## config.mk

```make
export PLATFORM = sky130hd
export DESIGN_NAME = osset_cell
export DESIGN_NICKNAME = d
export VERILOG_FILES = /design/src/sv/osset_pkg.sv /design/src/sv/osset_cell.sv
export SDC_FILE = /design/constraint.sdc
export NUM_CORES = 1
export LEC_CHECK = 0
export ABC_AREA = 1
export BUFFER_PORTS_ARGS = -buffer_cell sky130_fd_sc_hd__buf_2
export CAP_MARGIN = 5
export CORE_ASPECT_RATIO = 2
export CORE_UTILIZATION = 39
export DETAILED_ROUTE_END_ITERATION = 6
export GPL_TIMING_DRIVEN = 0
export PLACE_DENSITY_LB_ADDON = 0.25
export SLEW_MARGIN = 20
export SYNTH_ARGS = -nofsm -noshare
export SYNTH_HDL_FRONTEND = slang
export SYNTH_SLANG_ARGS = --single-unit
```

## constraint.sdc

```tcl
create_clock -name clock -period 1.75 [get_ports clock]
set_clock_uncertainty 0.1 [all_clocks]
set_input_delay 0.175 -clock clock [delete_from_list [all_inputs] [get_ports clock]]
set_output_delay 0.175 -clock clock [all_outputs]
set_load 0.02 [all_outputs]
```

## src/sv/osset_pkg.sv

```systemverilog
// osset_pkg.sv
// Shared types and codes for the order statistic set. No dependencies.
`default_nettype none

package osset_pkg;

   localparam int KEY_W     = 31;
   localparam int FUNC_W    = 2;
   localparam int RANK_W    = 8;
   localparam int STAT_W    = 2;
   localparam int CNT_OUT_W = 9;

   localparam logic [FUNC_W-1:0] FUNC_INSERT = 2'd0;
   localparam logic [FUNC_W-1:0] FUNC_ERASE  = 2'd1;
   localparam logic [FUNC_W-1:0] FUNC_QUERY  = 2'd2;

   localparam logic [STAT_W-1:0] STAT_OK   = 2'd0;
   localparam logic [STAT_W-1:0] STAT_RANK = 2'd1;
   localparam logic [STAT_W-1:0] STAT_FULL = 2'd2;

   typedef struct packed {
      logic             cmp;      // latch compare flags against cmp_key
      logic [KEY_W-1:0] cmp_key;
      logic             ins;      // insert upd_key, shift up
      logic             ers;      // remove, shift down
      logic [KEY_W-1:0] upd_key;
   } cell_cmd_type;

endpackage

`default_nettype wire

```

## src/sv/osset_cell.sv

```systemverilog
// osset_cell.sv
// One slot of the sorted row: holds a key, compares it, shifts with its neighbors.
// Depends on osset_pkg.
`default_nettype none

module osset_cell (
   input  wire logic                       clock,
   input  wire logic                       reset,
   input  wire osset_pkg::cell_cmd_type    cmd,
   input  wire logic [osset_pkg::KEY_W-1:0] left_key,
   input  wire logic                       left_valid,
   input  wire logic                       left_lt,
   input  wire logic [osset_pkg::KEY_W-1:0] right_key,
   input  wire logic                       right_valid,
   output logic      [osset_pkg::KEY_W-1:0] key,
   output logic                            valid,
   output logic                            lt,
   output logic                            eq
);
   import osset_pkg::*;

   logic [KEY_W-1:0] key_ff, key_in;
   logic             valid_ff, valid_in;
   logic             lt_ff, lt_in;
   logic             eq_ff, eq_in;

   always_comb begin
      key_in   = key_ff;
      valid_in = valid_ff;
      lt_in    = lt_ff;
      eq_in    = eq_ff;
      if (cmd.cmp) begin
         lt_in = valid_ff && (key_ff < cmd.cmp_key);
         eq_in = valid_ff && (key_ff == cmd.cmp_key);
      end
      if (cmd.ins && !lt_ff) begin
         if (left_lt) begin
            key_in   = cmd.upd_key;
            valid_in = 1'b1;
         end else begin
            key_in   = left_key;
            valid_in = left_valid;
         end
      end else if (cmd.ers && !lt_ff) begin
         key_in   = right_key;
         valid_in = right_valid;
      end
   end

   always_ff @(posedge clock) begin
      if (reset) begin
         valid_ff <= 1'b0;
      end else begin
         valid_ff <= valid_in;
      end
      key_ff <= key_in;
      lt_ff  <= lt_in;
      eq_ff  <= eq_in;
   end

   assign key   = key_ff;
   assign valid = valid_ff;
   assign lt    = lt_ff;
   assign eq    = eq_ff;

endmodule

`default_nettype wire

```

# Word level (Yosys, flattened, before mapping)
# Index checks and enable logic that the tools add are counted.
totals:
  input_bits: 132
  regBits: 34
  elab_cells: 18
  out_inout_bits: 34
classes:
  reduce_logical: 6
  n_mux: 6
  n_lt_le_gt_ge: 1
  eq_ne: 1
ops:
  columns: ["operator", "count"]
  rows:
  - ["31-bit 2-to-1 mux", 3]
  - ["31-bit == test", 1]
  - ["31-bit less-than comparator", 1]
  - ["1-bit logical AND", 4]
  - ["1-bit 2-to-1 mux", 3]
  - ["2-bit nonzero test", 1]
  - ["1-bit logical NOT", 1]

# Depth between registers and ports, before layout
logic_depth:
  ltp_word: 4
  depth_mapped: 11
  depth_no_buf: 11

# Least setup slack after synthesis
# Ideal clock, no wire load.
synth_path:
  path_type: "flip-flop to flip-flop"
  startpoint: "register lt_ff (netlist: lt)"
  endpoint: "register valid_ff (netlist: valid)"
  arrival_ns: 1.853
  path_buffers: 0
  synth_period_minus_slack_ns: 2.019
  required_ns: 1.584
  slack_ns: -0.269
  stages_incl_launch_ff: 6
  setup_time_ns: 0.066
  cell_sequence: "edfxtp_1 a21oi_2 inv_2 a21oi_1 o21ai_1 a21oi_2"
synth_via:
  elab_chain_len: 3
  elab_cells_between_ends: 5
  cone_classes: "mux (1); reduce/logical (4)"
synth_rtl:
  columns: ["element", "line_no", "source"]
  rows:
  - ["start: declaration", "osset_cell.sv:24", "logic lt_ff, lt_in;"]
  - ["start signal: assignment", "osset_cell.sv:57", "lt_ff <= lt_in;"]
  - ["1-bit logical NOT (*)", "osset_cell.sv:36, osset_cell.sv:44", null]
  - ["1-bit logical AND (on tied branches)", "osset_cell.sv:36, osset_cell.sv:44", null]
  - ["1-bit 2-to-1 mux or 2-bit nonzero test (tied branches)", null, null]
  - ["end signal: assignment", "osset_cell.sv:54", "valid_ff <= valid_in;"]
  - ["end: declaration", "osset_cell.sv:23", "logic valid_ff, valid_in;"]
# Every way passes the cells marked *; elsewhere a longest branch is shown, timed or not.
# A chain may end at the register's enable or synchronous reset.

# Worst setup path in the final report
layout_path:
  startpoint: "register key_ff[6] (netlist: key[6])"
  endpoint: "register lt_ff (netlist: lt), data pin"
layout_via:
  elab_chain_len: 2
layout_rtl:
  columns: ["element", "line_no", "source"]
  rows:
  - ["start: declaration", "osset_cell.sv:22", "logic [KEY_W-1:0] key_ff, key_in;"]
  - ["start signal: assignment", "osset_cell.sv:56", "key_ff <= key_in;"]
  - ["31-bit less-than comparator", "osset_cell.sv:33", "lt_in = valid_ff && (key_ff < cmd.cmp_key);"]
  - ["1-bit logical AND", "osset_cell.sv:33", null]
# Every way passes these cells.

==> flow_summary.yaml <==
run_status:
  status: "complete, no violations"
detailed_routing:
  dr.pass1.iters: 4
  top_layer: "met4"
  drt_wl_total_um: 7589
  routedWlPerCell_um: 12.52
  drc: 0
  drt_iter0_markers: 50
  via_count: 2850
  wl_met3_um: 327
  wl_met2_um: 4344
  ant_nets: 0
  viasPerCell: 4.703
  wl_met1_um: 2825
min_path:
  holdPathEnd: "lt"
  hold_depth: 1
  min_path_type: "input port to flop"
  min_from: "cmd[64]"
finish:
  fillCellCount: 673
  final_util_pct: 59.52
  final_common_cell: "buf_2"
  final_cell_mix: "171 x buf_2, 78 x nand2_1, 52 x inv_1"
  syn_to_final_growth_pct: 44.92
  fin_nets: 682
  drive_above_1_share_pct: 39.04
  num_antenna_cells: 0
logic_synthesis:
  yosys.cell_types.count: 21
  yosysTopAreaCell: "edfxtp_1"
  syn_avg_cell_area_um2: 7.617
  post_synth_inst_count: 343
  synth_top_area_share_pct: 37.93
  ys_seq_area_share_pct: 38.70
  synth_edf_count: 33
  synth_ff_type: "edfxtp_1"
  syn_nets: 506
  syn_area_um2: 2613
  async_reset_ff_share_pct: 0
  synth_seq_cells: 34
  yosysWarnings: 0
  synth_area_leaders: "edfxtp_1 38%, ha_1 15%, nand2_1 12%"
clock_tree:
  cts-buffers-inserted: 5
  htreeDepth: 2
  clock_latency_ps: 270
  cts_tree: "built"
  cts_sinks: 34
  clk_pin_slew_ps: 50
  ctsRootBufferMaster: "clkbuf_16"
  clockBufferDepth: 2
placement:
  gp_congestion: 0.8139
  place.detailed.hpwl_um: 6109
  io_buffers: 165
floorplan:
  die_area_um2: 7050
  dieHeight_um: 117.7
  core_um2: 6361
  die_x_um: 59.88
  io_pins: 166
  initial_core_util_pct: 41.07
  rows: 41
sta:
  tns_ps: 0
  slew_violations: 0
  setup_violations: 0
  fin_crit_sh_pct: 96.04
  holdWs_ps: 22.76
  max_freq_mhz: 595.0
  hold_violations: 0
  timing.slew.headroom_pct: 62.24
  rsz0062_at_grt: "true"
  worstMarginPinSlew_ps: 565.1
  min_period_ps: 1681
worst_setup_path:
  arrival_ps: 1700
  endpoint_kind: "flop"
  reg2reg_from: "key[6]"
  crit_fanout: 2
  r2r_setup_slack_ps: 70
  reg2reg_depth: 8
  worstPathRequired_ps: 1770
  crit_type: "flop to flop"
  reg2reg_to: "lt"
  startpoint_type: "flop"
power_and_ir_drop:
  p_leak_nw: 2.046
  power.total_mw: 2.667
  ir_worst_vdd_mv: 0.7015
  p_per_area_nw_per_um2: 704.3
global_routing:
  grt_pass1_vias: 2819
  grt_usage_pct: 21.57
  grt_pass1_wl_um: 11560
  antenna_found_initial: 0
  overflow: 0
  grt_max_degree: 17
job:
  cap_violations: 0
==> synth_stat cells (4+ instances only) <==
cell / n
nand2_1: 81
buf_2: 6
nor2_1: 42
edfxtp_1: 33
nand4_1: 4
o21ai_1: 31
a21oi_1: 10
ha_1: 31
o21ai_0: 32
inv_1: 52
==> stage by stage <==
| stage | worst slack [ps] | instance area (um2) | std cells |
|---|---|---|---|
| 6_report | 69.29 | 3786 | 606 |
| 5_1_grt | -39.48 | 3786 | 606 |
| 4_1_cts | 2.274 | 3714 | 604 |
| 3_5_place_dp | -145.6 | 3553 | 594 |
| 3_3_place_gp | -98.99 | 3553 | 594 |
| 2_1_floorplan | 46.64 | 2620 | 343 |
==> layer usage <==
metal  global-route usage (%)  vias up
li1                         -     1474
met1                    19.87     1272
met2                    44.24       97
met3                    2.527        7
met4                    6.541        0
met5                        0        -
==> cell families after synthesis <==
kind of cell	after synthesis	synth area share, %
buf+inv	67	10.49
fa+ha+maj	31	14.85
flops	34	38.70
compound gates	76	14.94
simple gates	135	21.02
==> flip-flops by register name (all words and copies together), names as in the netlist <==
signal	flops
valid	1
eq	1
lt	1
key	31
==> final cells by class <==
| type | count | area, um2 | share of cell area [%] |
|---|---|---|---|
| Tap cell | 86 | 107.6 | 2.842 |
| Clock inverter | 3 | 11.26 | 0.2974 |
| Clock buffer | 5 | 125.1 | 3.305 |
| Sequential cell | 34 | 1011 | 26.70 |
| Buffer | 12 | 67.56 | 1.785 |
| Timing Repair Buffer | 168 | 850.8 | 22.47 |
| Multi-Input combinational cell | 243 | 1406 | 37.14 |
| Inverter | 55 | 206.4 | 5.453 |
==> critical path: stages (launching register included) <==
cell	delay, ps
edfxtp_1	390
ha_1	310
nand2_1	100
inv_1	40
a21oi_1	240
nand2_1	90
nand2_1	60
nand2_1	60
a21oi_2	140
==> power breakdown <==
group | internal (mW) | switching (mW)
clock network | 0.511 | 0.302
logic | 0.339 | 0.466
registers | 0.998 | 0.0498
total | 1.85 | 0.818
==> worst max path at each step <==
stage | to | cells after the start | start | slack, ps
after floorplan | valid | 5 | lt | 50
after global placement | valid | 5 | lt | -100
after detailed placement | valid | 5 | lt | -150
after CTS | lt | 8 | key[14] | 2
after global routing | lt | 8 | key[14] | -40
final | lt | 8 | key[6] | 70
==> timing repair <==
item / 4_1_cts / 5_1_grt
pin swaps: 0 / 3
endpoints found under the hold margin: 1 / 0
hold buffers: 1 / 0
cloned: 1 / 0
gates resized for setup: 1 / 11
setup endpoints to repair: 33 / 18
setup buffers: 0 / 2
Power figures use the tool's default switching activity.
